==> src/design/imm_pkg.sv <==
// Shared types and constants of the integer matrix multiplier.
// Used by imm_cell, imm_bmul and integer_matrix_multiply; depends on nothing.
`default_nettype none

package imm_pkg;

	localparam int IDX_W  = 4;
	localparam int DIM    = 16;
	localparam int ADDR_W = 2 * IDX_W;
	localparam int DATA_W = 32;

	// Kind of an input beat, carried in tuser.
	localparam logic REQ_LOAD_B = 1'b0;
	localparam logic REQ_A_ELEM = 1'b1;

	typedef logic [DATA_W-1:0] word_t;

	// Requests from the sequencer to the B store and multiplier.
	typedef struct packed {
		logic              load;
		logic [ADDR_W-1:0] load_addr;
		word_t             load_data;
		logic              rd;
		logic [ADDR_W-1:0] rd_addr;
	} bmul_req_t;

endpackage

`default_nettype wire

==> src/design/imm_cell.sv <==
// One accumulator cell of the rotating chain.
// Depends on imm_pkg.
`default_nettype none

module imm_cell (
	input  wire logic          clk,
	input  wire logic          shift,
	input  wire imm_pkg::word_t nbr,
	output imm_pkg::word_t      q
);
	import imm_pkg::*;

	word_t acc_q;

	// Each cell takes its neighbor's word whenever the chain advances.
	always_ff @(posedge clk) begin
		if (shift) begin
			acc_q <= nbr;
		end
	end

	assign q = acc_q;

endmodule

`default_nettype wire

==> config.mk <==
export PLATFORM = sky130hd
export DESIGN_NAME = imm_cell
export DESIGN_NICKNAME = d
export VERILOG_FILES = /design/src/design/imm_pkg.sv /design/src/design/imm_cell.sv
export SDC_FILE = /design/constraint.sdc
export NUM_CORES = 1
export LEC_CHECK = 0
export BUFFER_PORTS_ARGS = -buffer_cell sky130_fd_sc_hd__clkbuf_2
export CAP_MARGIN = 20
export CORE_UTILIZATION = 25
export DETAILED_ROUTE_END_ITERATION = 12
export PLACE_DENSITY = 0.56
export RECOVER_POWER = 50
export SLEW_MARGIN = 30
export SYNTH_ARGS = -nofsm -noshare
export SYNTH_HDL_FRONTEND = slang
export SYNTH_SLANG_ARGS = --single-unit
==> constraint.sdc <==
create_clock -name clk -period 0.8 [get_ports clk]
set_clock_uncertainty 0.15 [all_clocks]
set_input_delay 0.08 -clock clk [delete_from_list [all_inputs] [get_ports clk]]
set_output_delay 0.08 -clock clk [all_outputs]
set_load 0.05 [all_outputs]
### After elaboration in Yosys (flattened, before gate mapping)

Index checks and enable logic that the tools add are counted.

| cells by class | value |
|---|---|
| add/sub/neg operators | 0 |
| multiply operators | 0 |
| divide/modulo/power cells | 0 |
| magnitude comparators | 0 |
| equal/unequal tests | 0 |
| shift-type cells | 0 |
| muxes and demuxes | 0 |
| bitwise gates (word level) | 0 |
| reduce and logical (&&, ||, !) cells | 0 |

| storage, ports and cells | value |
|---|---|
| register bits after elaboration | 32 |
| bits in latches | 0 |
| RAM bits | 0 |
| bits in read-only memories | 0 |
| input port bits | 34 |
| output and inout bits | 32 |
| memories kept | 0 |

### Depth between registers and ports, before layout

Gate-level depths: netlist of run 1.

| depth | value |
|---|---|
| depth after elaboration | 0 |
| mapped depth | 0 |
| depth with buffers taken out | 0 |

### Worst setup path before layout of run 1

No wires, ideal clock.

| timing path | value |
|---|---|
| kind | reg2out |
| start | register acc_q[0] (netlist: q[0]) |
| end | output port q[0] |
| arrival | 601 ps |
| data required time | 570 ps |
| setup slack | -31 ps |
| cell stages (with the launch flop) | 1 |
| buffers on the path | 0 |
| cell sequence | edfxtp_1 |

RTL lines:

| what | RTL line | text |
|---|---|---|
| start, declared | imm_cell.sv:13 | `word_t acc_q;` |
| start signal, assigned | imm_cell.sv:18 | `acc_q <= nbr;` |
| end, declared | imm_cell.sv:9 | `output imm_pkg::word_t q` |

No word-level cell between the ends.

### Final worst setup path of run 1

| timing path | value |
|---|---|
| start | register acc_q[2] (netlist: q[2]) |
| end | output port q[2] |

No word-level cell between the ends.

==> reports/results.tsv, run 1 <==
metric	value	unit
run_status	finished with violations	
violations	negative hold slack, negative setup slack	
hold-path-cell-count	1	
hold_ws	-0.173	ns
cts_sinks	32	
min_to	q[30]	
port_buffers	65	
num-multi-input-gates	0	
dieArea	0.00410	mm2
syn_area_per_cell	30.0	um2
finalCritPeriodShare	137	%
grt_first_pass_wirelength	2.85	mm
period_needed	1.09	ns
synth_top_cell_by_area	edfxtp_1	
ios	66	
yosys_warnings	0	
slew_headroom	80.4	%
ant_nets	0	
gp_congestion	0.627	
place_area	0.00139	mm2
dr.first_iter.drc_count	24	
largest_register_ffs	32	
floorplan.initialDensity	26.2	%
tritoncts	done	
synth_ff_type	edfxtp_1	
synthTopCellsByArea	edfxtp_1	
wire_per_inst	11.8	um
cp_cell_sequence	buf_8	
diodes	0	
maxCapViolCount	0	
die_w	64.0	um
cpPeakStageDelay	0.42	ns
hold_viol	29	
cp.required	0.57	ns
remaining_drc_errors	0	
hold_path.class	in -> reg	
cts_inserted_buffers	5	
worstSetupEndpointType	output port	
vias	612	
drive_above_1_share	65.5	%
crit_path_top_delay_cell	edfxtp_1	
power_density	2320	mW/mm2
peakVddDrop	0.886	mV
grt_max_degree	21	
cp.buffers_inverters	1	
finalSetupViolCount	35	
chipHeight	64.0	um
arrival	0.86	ns
synth_edf_count	32	
ys_seq_elements	32	
multi_input_area	0	um2
setup_ws	-0.295	ns
grt_setup_unrepaired	yes	
viasPerCell	3.87	
fmax	913	MHz
nets	143	
p_leak	0.747	nW
worst_slew_pin_slew	0.294	ns
fin_area	0.00177	mm2
ys_seq_area_share	100	%
final_max_slew_viol_count	0	
synth_area	961	um2
cts_max_level	2	
clk_pin_slew_worst_paths	0.07	ns
cts.path.max_buffers	2	
worstHoldStart	nbr[30]	
drt-total-wl	1.86	mm
antenna_found_initial	0	
yosysUniqueCellTypes	1	
critPathTopFamily	flip-flops	
synthArstFlopShare	0	%
track_usage	10.4	%
yosys-top-cells-count	edfxtp_1	
gr-total-overflow	0	
worstSetupPathType	reg -> out	
firstDrtPassIters	3	
synthToLayoutAreaGrowth	83.9	%
dp_hpwl	1.26	mm
cp_max_fo	1	
yosysMostFrequentCell	edfxtp_1	
worstSetupStartpointType	flop	
root_buffer	clkbuf_8	
synthCells	32	
grt_pass1_vias	640	
pre_cts_ws	-0.0605	ns
synth.top_cell.area_share	100	%
core_area	0.00366	mm2
fp-row-count	22	
syn_nets	66	
-- where the power goes --
| part | internal (mW) | switching, mW | total, mW |
|---|---|---|---|
| Sequential | 2.00 | 0.0556 | 2.05 |
| Clock | 0.604 | 0.540 | 1.14 |
| Combinational | 0.357 | 0.552 | 0.909 |
| Total | 2.96 | 1.15 | 4.11 |
-- layout by cell type, fill, tap and decap left out, drive strengths merged --
master / n
edfxtp: 32
buf: 5
clkbuf: 69
dlygate4sd3: 3
clkinv: 1
-- cells by family after synthesis --
kind of cell  count (synthesis)  share of synthesized area, %
flip-flops                   32                           100
-- metrics by stage --
step / std cells / hold slack, ns / TNS [ns] / util, % / power [mW]
finish: 158 / -0.173 / -8.63 / 48.3 / 4.11
detailed placement: 147 / 0.109 / -1.90 / 37.9 / 2.77
global route: 158 / -0.191 / -9.89 / 48.3 / 4.28
global placement: 147 / 0.107 / -1.47 / 37.9 / 2.76
floorplan: 32 / 0.0289 / -0.979 / - / 2.53
CTS: 155 / -0.188 / -9.10 / 47.7 / 4.16
-- worst max-delay path by stage --
stage,cells after the start,endpoint,slack (ns),from
4_1_cts,1,q[15],-0.31,q[15]
2_1_floorplan,0,q[0],-0.03,q[0]
3_3_place_gp,2,q[25],-0.05,shift
5_1_grt,1,q[15],-0.33,q[15]
6_report,1,q[2],-0.29,q[2]
3_5_place_dp,2,q[25],-0.06,shift
-- routing by layer --
| layer | part of all wire [%] | vias to the layer above | wire length [um] | track usage, % |
|---|---|---|---|---|
| li1 | - | 283 | - | - |
| met1 | 32 | 281 | 596 | 8.83 |
| met2 | 52 | 43 | 966 | 16.9 |
| met3 | 13 | 5 | 244 | 6.79 |
| met4 | 2.8 | 0 | 52 | 8.52 |
| met5 | 0 | - | 0 | 0 |
-- what timing repair did --
item                                    4_1_cts  5_1_grt
resized for setup                            64        4
setup buffers                                 0        0
endpoints found under the setup margin       32       32
hold endpoints to repair                     32       32
-- final cells by class --
type | count | area, um2
Fill cell | 312 | 1890
Sequential cell | 32 | 961
Clock buffer | 7 | 76.3
Clock inverter | 1 | 3.75
Timing Repair Buffer | 70 | 666
Tap cell | 48 | 60.1
Note: power is estimated with default switching activity, not from simulation.
==> run 2, diff against run 1 <==
ABC_AREA = 1   (was default)
RECOVER_POWER = default   (was 50)
==> reports/results.tsv, run 2 (synthesis results as in run 1) <==
metric	value	unit
core_area	0.00366	mm2
wire_per_inst	11.8	um
utilization	48.7	%
crit_path_top_delay_cell	edfxtp_1	
gp_congestion	0.627	
drt-total-wl	1.87	mm
dp_hpwl	1.26	mm
ios	66	
worstSetupStartpointType	flop	
maxCapViolCount	0	
worstHoldStart	nbr[30]	
violations	negative hold slack, negative setup slack	
fmax	913	MHz
critPathTopFamily	flip-flops	
floorplan.initialDensity	26.2	%
final_max_slew_viol_count	0	
use_met3	6.79	%
dieArea	0.00410	mm2
nets	143	
root_buffer	clkbuf_8	
dr.first_iter.drc_count	24	
startpoint	q[2]	
p_leak	0.752	nW
vias	614	
worst_slew_pin_slew	0.120	ns
cp.required	0.57	ns
setup_ws	-0.295	ns
ant_nets	0	
worstSetupPathType	reg -> out	
grt_max_degree	21	
drive_above_1_share	65.5	%
grt_setup_unrepaired	yes	
arrival	0.86	ns
gr-total-overflow	0	
cp_max_fo	1	
cts_sinks	32	
run_status	finished with violations	
most-common-layout-cells	clkbuf_8, clkbuf_2, edfxtp_1, buf_8, dlygate4sd3_1	
top_usage_layer	met2	
multi_input_area	0	um2
hold_path.class	in -> reg	
cts_inserted_buffers	5	
worstSetupEndpointType	output port	
hold_ws	-0.173	ns
viasPerCell	3.89	
cp_cell_sequence	buf_8	
tritoncts	done	
largest_register_ffs	32	
slew_headroom	92.0	%
grt_util_met1	8.83	%
grt_first_pass_wirelength	2.85	mm
period_needed	1.09	ns
cpPeakStageDelay	0.42	ns
hold_viol	29	
diodes	0	
finalCritPeriodShare	137	%
cts_max_level	2	
num-multi-input-gates	0	
firstDrtPassIters	3	
die_w	64.0	um
remaining_drc_errors	0	
track_usage	10.4	%
peakVddDrop	0.886	mV
cp.buffers_inverters	1	
cts.path.max_buffers	2	
finalSetupViolCount	35	
fp-row-count	22	
synthToLayoutAreaGrowth	85.4	%
antenna_found_initial	0	
clk_pin_slew_worst_paths	0.07	ns
grt_use_met2	16.9	%
port_buffers	65	
grt_pass1_vias	640	
chipHeight	64.0	um
power_density	2310	mW/mm2
run 2: layer usage:
layer	wire length [um]	share of wire [%]
met1	610	33
met5	0	0
met3	244	13
met4	52	2.8
met2	960	51
run 2: what timing repair did:
action	CTS	global route
gates resized for setup	64	4
cloned	0	0
hold endpoints to repair	32	32
setup endpoints to repair	32	32
buffers inserted	0	0
run 2: cell type report:
type	count	area, um2
clock inverters	1	3.75
fillers	310	1880
repair buffers	70	681
clock buffers	7	76.3
well taps	48	60.1
flip-flops and latches	32	961
run 2: per-stage QoR:
stage / TNS, ns / power, mW / cell area, um2 / worst slack, ns / instances
finish: -8.63 / 4.12 / 1780 / -0.295 / 158
global route: -9.89 / 4.29 / 1780 / -0.333 / 158
CTS: -9.10 / 4.16 / 1750 / -0.313 / 155
detailed placement: -1.90 / 2.77 / 1390 / -0.0605 / 147
global placement: -1.47 / 2.76 / 1390 / -0.0521 / 147
floorplan: -0.979 / 2.53 / 961 / -0.0306 / 32
run 2: final timing paths:
| check | endpoint | slack, ns | cells after the start |
|---|---|---|---|
| hold / removal | q[30] | -0.17 | 1 |
| setup / recovery | q[2] | -0.29 | 1 |
run 2: where the power goes:
group	total, mW	leakage [nW]	switching (mW)	internal, mW
clock network	1.15	0.0399	0.541	0.604
logic	0.919	0.399	0.554	0.365
registers	2.05	0.313	0.0556	2.00
total	4.12	0.752	1.15	2.97
